### config.mk
export PLATFORM = sky130hd
export DESIGN_NAME = round_robin_dispatch_reorder_unit
export DESIGN_NICKNAME = d
export VERILOG_FILES = /design/src/rtl/rrdr_pkg.sv /design/src/rtl/rrdr_ctrl.sv /design/src/rtl/rrdr_dp.sv /design/src/rtl/round_robin_dispatch_reorder_unit.sv
export VERILOG_INCLUDE_DIRS = /design/src /design/src/rtl
export SDC_FILE = /design/constraint.sdc
export NUM_CORES = 1
export LEC_CHECK = 0
export BUFFER_PORTS_ARGS = -buffer_cell sky130_fd_sc_hd__buf_2
export CAP_MARGIN = 10
export CORE_ASPECT_RATIO = 1.5
export CORE_MARGIN = 4
export CORE_UTILIZATION = 54
export DETAILED_ROUTE_END_ITERATION = 6
export PLACE_DENSITY = 0.76
export SLEW_MARGIN = 20
export SYNTH_ARGS = -nofsm -noshare
export SYNTH_HDL_FRONTEND = slang
export SYNTH_HIERARCHICAL = 1
export SYNTH_SLANG_ARGS = --single-unit
### constraint.sdc
create_clock -name clock -period 6.99 [get_ports clock]
set_clock_uncertainty 0.15 [all_clocks]
set_input_delay 1.398 -clock clock [delete_from_list [all_inputs] [get_ports clock]]
set_output_delay 1.398 -clock clock [all_outputs]
set_load 0.005 [all_outputs]
### src/rtl/round_robin_dispatch_reorder_unit_defines.svh
// Assertion macros shared by the RTL.
`ifndef ROUND_ROBIN_DISPATCH_REORDER_UNIT_DEFINES_SVH
`define ROUND_ROBIN_DISPATCH_REORDER_UNIT_DEFINES_SVH

`ifndef SYNTHESIS
`define RRDR_ASSERT_IMPLIES(lbl, clk, rst, ante, cons) \
   lbl: assert property (@(posedge clk) disable iff (rst) (ante) |-> (cons)) \
      else $error("rrdr assertion failed");
`define RRDR_ASSERT_NEXT(lbl, clk, rst, ante, cons) \
   lbl: assert property (@(posedge clk) disable iff (rst) (ante) |=> (cons)) \
      else $error("rrdr assertion failed");
`define RRDR_ASSERT_DELAY2(lbl, clk, rst, ante, cons) \
   lbl: assert property (@(posedge clk) disable iff (rst) (ante) |-> ##2 (cons)) \
      else $error("rrdr assertion failed");
`else
`define RRDR_ASSERT_IMPLIES(lbl, clk, rst, ante, cons)
`define RRDR_ASSERT_NEXT(lbl, clk, rst, ante, cons)
`define RRDR_ASSERT_DELAY2(lbl, clk, rst, ante, cons)
`endif

`endif

### src/rtl/rrdr_pkg.sv
package rrdr_pkg;

   localparam int TAG_BITS     = 16;
   localparam int HANDLE_BITS  = 32;
   localparam int TIME_BITS    = 64;
   localparam int MAX_WORKERS  = 8;
   localparam int WC_BITS      = 4;
   localparam int WIDX_BITS    = 3;
   localparam int MIF_BITS     = 5;
   localparam int CSR_IDX_BITS = 1;
   localparam int CSR_DATA_BITS = 5;
   localparam int CNT_OUT_BITS = 5;

   typedef enum logic [1:0] {
      CMD_ENQUEUE  = 2'd0,
      CMD_COMPLETE = 2'd1,
      CMD_POP      = 2'd2,
      CMD_RESTART  = 2'd3
   } cmd_type;

   typedef enum logic [2:0] {
      ST_OK         = 3'd0,
      ST_FULL       = 3'd1,
      ST_NOT_READY  = 3'd2,
      ST_BAD        = 3'd3,
      ST_NO_WORKERS = 3'd4
   } status_type;

   typedef enum logic [CSR_IDX_BITS-1:0] {
      CSR_WORKER_COUNT  = 1'd0,
      CSR_MAX_IN_FLIGHT = 1'd1
   } csr_idx_type;

   // controller -> datapath
   typedef struct packed {
      logic       load;
      logic       do_enq;
      logic       do_cpl;
      logic       do_pop;
      logic       do_clear;
      logic       echo_tag;
      logic       rsp_en;
      status_type status;
   } dp_ctrl_type;

   // datapath -> controller
   typedef struct packed {
      cmd_type cmd;
      logic    no_workers;
      logic    full;
      logic    cpl_bad;
      logic    pop_empty;
   } dp_stat_type;

endpackage

### src/rtl/rrdr_ctrl.sv
module rrdr_ctrl (
   input  logic                 clock,
   input  logic                 reset,
   input  logic                 start,
   output logic                 busy,
   output logic                 rsp_valid,
   input  rrdr_pkg::dp_stat_type stat,
   output rrdr_pkg::dp_ctrl_type ctrl
);
   import rrdr_pkg::*;

   typedef enum logic {
      IDLE,
      EXEC
   } state_type;

   state_type state_ff;
   state_type state_in;
   logic      rsp_valid_ff;

   always_comb begin
      ctrl          = '0;
      ctrl.status   = ST_OK;
      state_in      = state_ff;
      unique case (state_ff)
         IDLE: begin
            if (start) begin
               ctrl.load = 1'b1;
               state_in  = EXEC;
            end
         end
         EXEC: begin
            ctrl.rsp_en = 1'b1;
            state_in    = IDLE;
            unique case (stat.cmd)
               CMD_ENQUEUE: begin
                  priority if (stat.no_workers) begin
                     ctrl.status = ST_NO_WORKERS;
                  end else if (stat.full) begin
                     ctrl.status = ST_FULL;
                  end else begin
                     ctrl.do_enq = 1'b1;
                  end
               end
               CMD_COMPLETE: begin
                  ctrl.echo_tag = 1'b1;
                  if (stat.cpl_bad) begin
                     ctrl.status = ST_BAD;
                  end else begin
                     ctrl.do_cpl = 1'b1;
                  end
               end
               CMD_POP: begin
                  if (stat.pop_empty) begin
                     ctrl.status = ST_NOT_READY;
                  end else begin
                     ctrl.do_pop = 1'b1;
                  end
               end
               CMD_RESTART: begin
                  ctrl.do_clear = 1'b1;
               end
               default: begin
                  ctrl.do_clear = 1'b0;
               end
            endcase
         end
         default: begin
            state_in = IDLE;
         end
      endcase
   end

   always_ff @(posedge clock) begin
      if (reset) begin
         state_ff     <= IDLE;
         rsp_valid_ff <= 1'b0;
      end else begin
         state_ff     <= state_in;
         rsp_valid_ff <= ctrl.rsp_en;
      end
   end

   assign busy      = (state_ff != IDLE);
   assign rsp_valid = rsp_valid_ff;

endmodule

### src/rtl/rrdr_dp.sv
module rrdr_dp #(
   parameter int STORE_DEPTH = 16
) (
   input  logic                                 clock,
   input  logic                                 reset,
   input  rrdr_pkg::dp_ctrl_type                ctrl,
   output rrdr_pkg::dp_stat_type                stat,
   input  logic                                 csr_valid,
   input  logic                                 csr_ready,
   input  logic [rrdr_pkg::CSR_IDX_BITS-1:0]    csr_index,
   input  logic [rrdr_pkg::CSR_DATA_BITS-1:0]   csr_wdata,
   input  logic [1:0]                           req_cmd,
   input  logic [rrdr_pkg::HANDLE_BITS-1:0]     req_frame_ref,
   input  logic [rrdr_pkg::TIME_BITS-1:0]       req_start_time,
   input  logic [rrdr_pkg::TAG_BITS-1:0]        req_done_seq,
   input  logic [rrdr_pkg::HANDLE_BITS-1:0]     req_result_ref,
   output logic [2:0]                           rsp_status,
   output logic [rrdr_pkg::WIDX_BITS-1:0]       rsp_worker_index,
   output logic [rrdr_pkg::TAG_BITS-1:0]        rsp_seq_out,
   output logic [rrdr_pkg::HANDLE_BITS-1:0]     rsp_frame_ref_out,
   output logic [rrdr_pkg::TIME_BITS-1:0]       rsp_start_time_out,
   output logic [rrdr_pkg::HANDLE_BITS-1:0]     rsp_result_ref_out,
   output logic [rrdr_pkg::CNT_OUT_BITS-1:0]    rsp_in_flight_count
);
   import rrdr_pkg::*;

   localparam int SLOT_BITS = $clog2(STORE_DEPTH);
   localparam int CNT_BITS  = $clog2(STORE_DEPTH + 1);
   localparam int CW        = (CNT_BITS > MIF_BITS) ? CNT_BITS : MIF_BITS;

   // configuration
   logic [WC_BITS-1:0]  worker_count_ff;
   logic [MIF_BITS-1:0] max_in_flight_ff;

   // control state
   logic [TAG_BITS-1:0]    next_tag_ff, next_tag_in;
   logic [TAG_BITS-1:0]    expected_ff, expected_in;
   logic [CNT_BITS-1:0]    outstanding_ff, outstanding_in;
   logic [WIDX_BITS-1:0]   rot_ff, rot_in;
   logic [STORE_DEPTH-1:0] filled_ff, filled_in;

   // captured transaction
   cmd_type                req_cmd_ff;
   logic [HANDLE_BITS-1:0] req_frame_ref_ff;
   logic [TIME_BITS-1:0]   req_start_time_ff;
   logic [TAG_BITS-1:0]    req_done_seq_ff;
   logic [HANDLE_BITS-1:0] req_result_ref_ff;

   // reorder store
   logic [HANDLE_BITS-1:0] slot_mem [STORE_DEPTH];
   logic [HANDLE_BITS-1:0] rd_data_ff;

   // response registers
   status_type             rsp_status_ff;
   logic [WIDX_BITS-1:0]   rsp_widx_ff;
   logic [TAG_BITS-1:0]    rsp_seq_ff;
   logic [HANDLE_BITS-1:0] rsp_fref_ff;
   logic [TIME_BITS-1:0]   rsp_time_ff;
   logic [HANDLE_BITS-1:0] rsp_rref_ff;
   logic [CNT_OUT_BITS-1:0] rsp_cnt_ff;

   logic [WC_BITS-1:0]   wc_eff;
   logic [CW-1:0]        credit;
   logic [CW-1:0]        mif_ext;
   logic [TAG_BITS-1:0]  window;
   logic [TAG_BITS-1:0]  cpl_off;
   logic [SLOT_BITS-1:0] cpl_slot;
   logic [SLOT_BITS-1:0] exp_slot;
   logic [SLOT_BITS-1:0] enq_slot;
   logic [WIDX_BITS-1:0] target;
   logic [WC_BITS-1:0]   target_inc;

   always_comb begin
      wc_eff = (worker_count_ff > WC_BITS'(MAX_WORKERS)) ? WC_BITS'(MAX_WORKERS)
                                                          : worker_count_ff;
      mif_ext = CW'(max_in_flight_ff);
      credit  = (max_in_flight_ff == '0 || mif_ext > CW'(STORE_DEPTH)) ? CW'(STORE_DEPTH)
                                                                     : mif_ext;
      window   = next_tag_ff - expected_ff;
      cpl_off  = req_done_seq_ff - expected_ff;
      // slot = tag mod depth; depth is a power of two
      cpl_slot = req_done_seq_ff[SLOT_BITS-1:0];
      exp_slot = expected_ff[SLOT_BITS-1:0];
      enq_slot = next_tag_ff[SLOT_BITS-1:0];
      // stale pointer after worker_count was lowered falls back to worker 0
      target     = ({1'b0, rot_ff} >= wc_eff) ? '0 : rot_ff;
      target_inc = {1'b0, target} + WC_BITS'(1);

      stat.cmd        = req_cmd_ff;
      stat.no_workers = (wc_eff == '0);
      stat.full       = (CW'(outstanding_ff) >= credit) ||
                        (window >= TAG_BITS'(STORE_DEPTH));
      stat.cpl_bad    = (cpl_off >= window) || filled_ff[cpl_slot] ||
                        (outstanding_ff == '0);
      stat.pop_empty  = (window == '0) || !filled_ff[exp_slot];
   end

   always_comb begin
      next_tag_in    = next_tag_ff;
      expected_in    = expected_ff;
      outstanding_in = outstanding_ff;
      rot_in         = rot_ff;
      filled_in      = filled_ff;
      priority if (ctrl.do_clear) begin
         next_tag_in    = '0;
         expected_in    = '0;
         outstanding_in = '0;
         rot_in         = '0;
         filled_in      = '0;
      end else if (ctrl.do_enq) begin
         filled_in[enq_slot] = 1'b0;
         next_tag_in    = next_tag_ff + TAG_BITS'(1);
         rot_in         = (target_inc >= wc_eff) ? '0 : target_inc[WIDX_BITS-1:0];
         outstanding_in = outstanding_ff + CNT_BITS'(1);
      end else if (ctrl.do_cpl) begin
         filled_in[cpl_slot] = 1'b1;
         outstanding_in = outstanding_ff - CNT_BITS'(1);
      end else if (ctrl.do_pop) begin
         filled_in[exp_slot] = 1'b0;
         expected_in = expected_ff + TAG_BITS'(1);
      end
   end

   always_ff @(posedge clock) begin
      if (reset) begin
         worker_count_ff  <= WC_BITS'(1);
         max_in_flight_ff <= MIF_BITS'(2);
         next_tag_ff      <= '0;
         expected_ff      <= '0;
         outstanding_ff   <= '0;
         rot_ff           <= '0;
         filled_ff        <= '0;
      end else begin
         if (csr_valid && csr_ready) begin
            unique case (csr_idx_type'(csr_index))
               CSR_WORKER_COUNT:  worker_count_ff  <= csr_wdata[WC_BITS-1:0];
               CSR_MAX_IN_FLIGHT: max_in_flight_ff <= csr_wdata[MIF_BITS-1:0];
               default:           worker_count_ff  <= worker_count_ff;
            endcase
         end
         next_tag_ff    <= next_tag_in;
         expected_ff    <= expected_in;
         outstanding_ff <= outstanding_in;
         rot_ff         <= rot_in;
         filled_ff      <= filled_in;
      end
   end

   always_ff @(posedge clock) begin
      if (ctrl.load) begin
         req_cmd_ff        <= cmd_type'(req_cmd);
         req_frame_ref_ff  <= req_frame_ref;
         req_start_time_ff <= req_start_time;
         req_done_seq_ff   <= req_done_seq;
         req_result_ref_ff <= req_result_ref;
      end
   end

   // read port follows expected_tag; it is settled before the next EXEC
   always_ff @(posedge clock) begin
      if (ctrl.do_cpl) begin
         slot_mem[cpl_slot] <= req_result_ref_ff;
      end
      rd_data_ff <= slot_mem[exp_slot];
   end

   always_ff @(posedge clock) begin
      if (ctrl.rsp_en) begin
         rsp_status_ff <= ctrl.status;
         rsp_widx_ff   <= ctrl.do_enq ? target : '0;
         priority if (ctrl.do_enq) begin
            rsp_seq_ff <= next_tag_ff;
         end else if (ctrl.echo_tag) begin
            rsp_seq_ff <= req_done_seq_ff;
         end else if (ctrl.do_pop) begin
            rsp_seq_ff <= expected_ff;
         end else begin
            rsp_seq_ff <= '0;
         end
         rsp_fref_ff <= ctrl.do_enq ? req_frame_ref_ff : '0;
         rsp_time_ff <= ctrl.do_enq ? req_start_time_ff : '0;
         rsp_rref_ff <= ctrl.do_pop ? rd_data_ff : '0;
         rsp_cnt_ff  <= CNT_OUT_BITS'(outstanding_in);
      end
   end

   assign rsp_status          = rsp_status_ff;
   assign rsp_worker_index    = rsp_widx_ff;
   assign rsp_seq_out         = rsp_seq_ff;
   assign rsp_frame_ref_out   = rsp_fref_ff;
   assign rsp_start_time_out  = rsp_time_ff;
   assign rsp_result_ref_out  = rsp_rref_ff;
   assign rsp_in_flight_count = rsp_cnt_ff;

endmodule

### src/rtl/round_robin_dispatch_reorder_unit.sv
// Round-robin dispatcher with an in-order reorder store.
// Commands come in on req_*: a transaction is taken on a clock edge with start
// high and busy low. req_cmd selects enqueue, worker completion, pop or restart.
// Enqueue tags the frame with a wrapping sequence number and names the worker;
// completions land in a slot picked by tag; pop releases results in tag order.
// Every command gives exactly one response on rsp_*, marked by rsp_valid for a
// single cycle. The receiver cannot stall; a response must be taken when shown.
// The accepting edge loads the command registers and enters EXEC; there the
// command runs against the tag counters and a single store port, and the
// response registers load as EXEC ends. A new command is taken only once busy
// has fallen after the previous one.
// The store read is registered and tracks the expected tag between commands.
// Registers on csr_*: index 0 worker_count, index 1 max_in_flight; write only
// while idle. Reset (synchronous, active high) clears all counters, slot flags
// and the response strobe, and loads worker_count 1 and max_in_flight 2.
// Restart clears the counters and slot flags but keeps the registers.
// STORE_DEPTH must be a power of two.
`include "round_robin_dispatch_reorder_unit_defines.svh"

module round_robin_dispatch_reorder_unit #(
   parameter int STORE_DEPTH = 16
) (
   input  logic                                 clock,
   input  logic                                 reset,
   input  logic                                 start,
   output logic                                 busy,
   input  logic [1:0]                           req_cmd,
   input  logic [rrdr_pkg::HANDLE_BITS-1:0]     req_frame_ref,
   input  logic [rrdr_pkg::TIME_BITS-1:0]       req_start_time,
   input  logic [rrdr_pkg::TAG_BITS-1:0]        req_done_seq,
   input  logic [rrdr_pkg::HANDLE_BITS-1:0]     req_result_ref,
   output logic                                 rsp_valid,
   output logic [2:0]                           rsp_status,
   output logic [rrdr_pkg::WIDX_BITS-1:0]       rsp_worker_index,
   output logic [rrdr_pkg::TAG_BITS-1:0]        rsp_seq_out,
   output logic [rrdr_pkg::HANDLE_BITS-1:0]     rsp_frame_ref_out,
   output logic [rrdr_pkg::TIME_BITS-1:0]       rsp_start_time_out,
   output logic [rrdr_pkg::HANDLE_BITS-1:0]     rsp_result_ref_out,
   output logic [rrdr_pkg::CNT_OUT_BITS-1:0]    rsp_in_flight_count,
   input  logic                                 csr_valid,
   output logic                                 csr_ready,
   input  logic [rrdr_pkg::CSR_IDX_BITS-1:0]    csr_index,
   input  logic [rrdr_pkg::CSR_DATA_BITS-1:0]   csr_wdata
);
   import rrdr_pkg::*;

   dp_ctrl_type ctrl;
   dp_stat_type stat;

   rrdr_ctrl u_ctrl (
      .clock     (clock),
      .reset     (reset),
      .start     (start),
      .busy      (busy),
      .rsp_valid (rsp_valid),
      .stat      (stat),
      .ctrl      (ctrl)
   );

   rrdr_dp #(
      .STORE_DEPTH (STORE_DEPTH)
   ) u_dp (
      .clock               (clock),
      .reset               (reset),
      .ctrl                (ctrl),
      .stat                (stat),
      .csr_valid           (csr_valid),
      .csr_ready           (csr_ready),
      .csr_index           (csr_index),
      .csr_wdata           (csr_wdata),
      .req_cmd             (req_cmd),
      .req_frame_ref       (req_frame_ref),
      .req_start_time      (req_start_time),
      .req_done_seq        (req_done_seq),
      .req_result_ref      (req_result_ref),
      .rsp_status          (rsp_status),
      .rsp_worker_index    (rsp_worker_index),
      .rsp_seq_out         (rsp_seq_out),
      .rsp_frame_ref_out   (rsp_frame_ref_out),
      .rsp_start_time_out  (rsp_start_time_out),
      .rsp_result_ref_out  (rsp_result_ref_out),
      .rsp_in_flight_count (rsp_in_flight_count)
   );

   assign csr_ready = ~busy;

   // each accepted transaction yields its response after EXEC and the response register
   `RRDR_ASSERT_DELAY2(a_rsp_follows_req, clock, reset, start && !busy, rsp_valid)
   // busy falls in the cycle after it rises, with rsp_valid
   `RRDR_ASSERT_NEXT(a_busy_one_cycle, clock, reset, busy, !busy && rsp_valid)
   // refused pop never leaks a stored result
   `RRDR_ASSERT_IMPLIES(a_empty_pop_clean, clock, reset,
      rsp_valid && (rsp_status == ST_NOT_READY), rsp_result_ref_out == '0)

endmodule
# == Word level (Yosys, flattened, before mapping) ==
# Memory sizes are Yosys's and may differ from the RTL's. A register that Yosys moved wholly into a read port is not among the register bits.
# Index checks and enable logic that the tools add are counted.
# classes
n_div,0
n_addsub,7
shift,0
n_eq_ne,3
n_lt_le_gt_ge,13
n_bitwise,9
muxes,43
n_reduce_logical,20
multipliers,0
# op_table
cell,count
16-bit 2-to-1 mux,6
"16-bit by 1-bit adder with 16-bit output, second input constant",2
16-bit bitwise AND,2
16-bit inverter,2
16-bit subtractor,2
5-bit 2-to-1 mux,4
1-bit 2-to-1 mux,19
16-bit greater-or-equal comparator,1
"16-bit by 5-bit greater-or-equal comparator with 1-bit output, second input constant",1
16-bit zero test,1
16-bit bitwise OR,1
"4-bit by 5-bit < comparator with 1-bit output, second input constant",3
1-bit demux with 4-bit select,3
"4-bit by 1-bit greater-or-equal comparator with 1-bit output, second input constant",3
5-bit zero test,2
3-bit 2-to-1 mux,3
9-bit 2-to-1 mux,1
3-bit case mux with 3 select lines,1
1-bit binary-select mux with 4-bit select,2
"5-bit by 1-bit adder with 5-bit output, second input constant",1
5-bit greater-or-equal comparator,1
"5-bit greater-than comparator, second input constant",1
1-bit logical OR,5
"5-bit by 1-bit subtractor with 5-bit output, second input constant",1
18 further kinds,27
# word_totals
input_bits,156
rom_bits,0
latch_bits,0
ramBits,512
mem_count,1
register_bits,368
# memory_table
memory,depth,word_bits,read_ports,rd_clocked_by_memory_dff,write_ports,line,text
u_dp.slot_mem,16,32,1,1,1,rrdr_dp.sv:50,logic [HANDLE_BITS-1:0] slot_mem [STORE_DEPTH];

# == Depth between registers and ports, before layout ==
# depth
word_depth,12
mapped_depth,28
ltp_nobuf,25

# == Cells and area by module ==
# Netlist, hierarchy kept.
# modules_own_cells
mod,n_inst,area_per_inst_um2,cells_each
rrdr_dp,1,35596.6,1954
rrdr_ctrl,1,166.4,21
round_robin_dispatch_reorder_unit,1,3.8,1

# == Worst setup path before layout ==
# OpenSTA, ideal clock, no wires.
# synth_timing
path_kind,register to register
startpoint,reg u_dp.expected_ff[1]
endpoint,"mem u_dp.slot_mem[3][0], enable pin"
arrival_time_ns,6.804
slack_ns,-0.425
stages_incl_launch_ff,25
synth_period_minus_slack_ns,7.415
path_cell_list,dfxtp_1 buf_2 buf_2 buf_1 inv_1 ha_1 nor2b_1 o211ai_1 nand3_1 a31oi_1 a21oi_1 a211o_1 a21oi_1 xnor2_1 ha_1 nand4_1 nor3_1 nor3_1 o211ai_1 or3_1 nor2b_1 clkbuf_1 clkbuf_1 nand3_1 nor3_1
# synth_lines
item,line,text
"start, declared",rrdr_dp.sv:37,"logic [TAG_BITS-1:0] expected_ff, expected_in;"
"start signal, assigned",rrdr_dp.sv:142,expected_ff <= expected_in;
"end, declared",rrdr_dp.sv:50,

==> qor.yml <==
layout:
  nets: 2551
  fillCellCount: 4539
  layout_commonest_cell: "edfxtp_1"
  syn2layout_area_growth_pct: 15.8
  multi_input_area_um2: 9020
  final_cell_mix: "813 x edfxtp_1, 313 x buf_2, 169 x mux4_2, 130 x and2_1, 95 x dfxtp_1"
  register_area_um2: 26400
  drive_gt1_share_pct: 28.8
timing:
  final_max_slew_viol_count: 0
  worstMarginPinSlew_ns: 1.08
  timing.setup.tns_ns: 0
  clock.fmax_mhz: 165
  finalHoldViolCount: 0
  rsz0062_at_grt: "false"
  slew-limit-headroom_pct: 27.8
  period_needed_ns: 6.06
  period_share_pct: 86.7
  finalSetupViolations: 0
logic_synthesis:
  synth-async-reset-ratio_pct: 0
  yosysWarnings: 6
  post_synth.cell_area_avg_um2: 18.1
  yosysSeqAreaShare_pct: 73.8
  syn_nets: 2204
  syn_area_um2: 35800
  synth_edf_count: 813
  ys.flop_type: "edfxtp_1"
  synth_cells: 1976
  ys_seq_elements: 912
  ys_types: 69
worst_setup_path:
  ff2ff_setup_slack_ns: 0.93
  r2r-end: "u_dp/slot_mem[8][0]$_DFFE_PP_"
  end_kind: "flip-flop"
  cp-endpoint: "u_dp/slot_mem[8][0]$_DFFE_PP_"
  worstSetupStartpointType: "flip-flop"
  crit_fanout: 20
  critical_path_class: "flip-flop to flip-flop"
  reg2reg_depth: 20
  cp_data_arrival_time_ns: 6.25
  timing.rr.start: "u_dp/req_done_seq_ff[2]$_DFFE_PP_"
  cp-startpoint: "u_dp/req_done_seq_ff[2]$_DFFE_PP_"
  required_ns: 7.18
clocking:
  hold_buffers: 0
  postCtsSetupRepairBufs: 0
  clock-sinks: 912
  clk_latency_ns: 0.66
  clk_pin_slew_ns: 0.07
  clk_path_buf_depth: 3
  root_buffer: "clkbuf_16"
  cts_tree: "yes"
  numCtsBuffers: 82
  ctsHtreeMaxLevel: 3
  cts_resized: 0
global_route:
  grt_pass1_wl_mm: 121
  grt_max_degree: 84
  grt_use_total_pct: 22.7
  grt_pass1_vias: 19900
  gr-total-overflow: 0
  grt_antenna_before_repair: 2
route:
  drt_iter0_markers: 1645
  routedWlPerCell_um: 24.5
  drt-pass1-iter-count: 5
  num_vias: 19000
  drc: 0
  routed_wl_mm: 80.0
  drtAntennaViolNets: 0
  vias_per_cell: 5.82
die:
  dieArea_um2: 70500
  initial_core_util_pct: 54.5
  die_x_um: 218
  io_pins: 314
  core_um2: 65600
  rows: 115
  die_h_um: 323
power:
  leakagePower_nw: 14.1
  power_density_nw_per_um2: 268
  fin_total_pwr_mw: 11.1
  ir_drop_mv: 0.194
placed_design:
  io_buffers: 313
  place_hpwl_mm: 49.2
  gp_congestion: 0.941
status:
  outcome: "completed"
worst_hold_path:
  min_path_type: "flip-flop to flip-flop"
flow_run:
  maxCapViolCount: 0
[kinds of logic (layout without fill, tap and decap cells)]
logic type               Yosys count  after routing  share of synthesized area [%]
AO/OA/AOI/OAI                    193            193                           3.49
AND/OR/NAND/NOR                  442            442                           6.48
multiplexers                     178            178                           10.9
flip-flops                       912            912                           73.8
other                              0              2                              0
adder cells (fa/ha/maj)           72             72                           2.56
buffers and inverters            124            540                           1.41
XOR/XNOR                          55             55                           1.37
[layer usage]
layer,global-route usage (%),vias up,part of all wire (%)
met4,7.99,0,3.0
li1,-,8417,-
met2,41.0,702,54
met5,0,-,0
met1,27.8,9755,37
met3,3.72,152,6.0
[stage by stage]
step	instance area, µm²	util (%)	setup slack [ns]	hold WS, ns	std cells
after floorplan	35800	-	0.426	0.301	1976
after global placement	38500	58.7	1.14	0.320	3116
after detailed placement	38500	58.7	0.966	0.343	3116
after CTS	41400	63.1	0.902	0.358	3269
after global routing	41400	63.1	0.377	0.373	3269
final	41400	63.1	0.927	0.352	3271
[critical path: stages, from the launching register on]
cell and delay [ns]:
edfxtp_1 0.77, ha_1 0.40, nor2b_1 0.15, o21a_1 0.16, nor2_1 0.18, o21bai_1 0.12, a31o_2 0.26, a31oi_1 0.28
a21oi_1 0.16, o311ai_1 0.30, ha_1 0.29, nand4_1 0.14, nor3_1 0.07, nor3_1 0.15, o211ai_1 0.12, or3_1 0.41
nor2b_1 0.13, buf_4 0.22, nand3_1 0.36, nor2_4 0.64, buf_12 0.26
[cells in the mapped netlist, types with 17 or more instances]
cell type / number / share of area, %
a211oi_1: 20 / 0.42
a21oi_1: 61 / 0.85
and2_1: 130 / 2.3
buf_2: 19 / 0.27
clkbuf_1: 57 / 0.60
dfxtp_1: 99 / 5.5
edfxtp_1: 813 / 68
ha_1: 70 / 2.4
inv_1: 39 / 0.41
mux4_2: 169 / 11
nand2_1: 72 / 0.76
nand2b_1: 17 / 0.30
nand3_1: 26 / 0.36
nor2_1: 99 / 1.0
nor2b_1: 17 / 0.30
nor3_1: 24 / 0.34
o21ai_0: 36 / 0.50
xnor2_1: 35 / 0.86
xor2_1: 19 / 0.47
[power breakdown]
group          total, mW  leakage, nW  switching [mW]  internal, mW
Clock               4.74         1.39            1.99          2.74
Combinational      0.261         4.42           0.153         0.108
Sequential          6.11         8.30          0.0793          6.03
[sequential cells by signal, indices dropped and copies added, names as in the netlist]
| name | flops |
|---|---|
| u_ctrl/busy | 1 |
| u_ctrl/rsp_valid | 1 |
| u_dp/expected_ff | 16 |
| u_dp/filled_ff | 16 |
| u_dp/max_in_flight_ff | 5 |
| u_dp/next_tag_ff | 16 |
| u_dp/outstanding_ff | 5 |
| u_dp/rd_data_ff | 32 |
| u_dp/req_cmd_ff | 2 |
| u_dp/req_done_seq_ff | 16 |
| u_dp/req_frame_ref_ff | 32 |
| u_dp/req_result_ref_ff | 32 |
| u_dp/req_start_time_ff | 64 |
| u_dp/rot_ff | 3 |
| u_dp/rsp_frame_ref_out | 32 |
| u_dp/rsp_in_flight_count | 5 |
| u_dp/rsp_result_ref_out | 32 |
| u_dp/rsp_seq_out | 16 |
| u_dp/rsp_start_time_out | 64 |
| u_dp/rsp_status | 3 |
| u_dp/rsp_worker_index | 3 |
| u_dp/slot_mem | 512 |
| u_dp/worker_count_ff | 4 |
[worst min path at each step]
stage / start / to / slack, ns / cells after the start
floorplan: u_dp/worker_count_ff[0]$_SDFFE_PP1P_ / u_dp/worker_count_ff[0]$_SDFFE_PP1P_ / 0.30 / 1
global placement: u_dp/worker_count_ff[0]$_SDFFE_PP1P_ / u_dp/worker_count_ff[0]$_SDFFE_PP1P_ / 0.32 / 1
detailed placement: u_dp/max_in_flight_ff[4]$_SDFFE_PP0P_ / u_dp/max_in_flight_ff[4]$_SDFFE_PP0P_ / 0.34 / 2
CTS: u_dp/rd_data_ff[26]$_DFF_P_ / u_dp/rsp_result_ref_out[26]$_SDFFCE_PN0P_ / 0.36 / 1
global route: u_dp/rd_data_ff[26]$_DFF_P_ / u_dp/rsp_result_ref_out[26]$_SDFFCE_PN0P_ / 0.37 / 1
finish: u_dp/rd_data_ff[26]$_DFF_P_ / u_dp/rsp_result_ref_out[26]$_SDFFCE_PN0P_ / 0.35 / 1
[area by class of cell]
type / count / share of cell area, %
Clock buffer: 100 / 5.39
Sequential cell: 912 / 63.8
Timing Repair Buffer: 347 / 4.49
Tap cell: 877 / 2.65
Multi-Input combinational cell: 940 / 21.8
Inverter: 40 / 0.363
Antenna cell: 2 / 0.0121
Clock inverter: 53 / 1.53
Power figures use the tool's default switching activity.
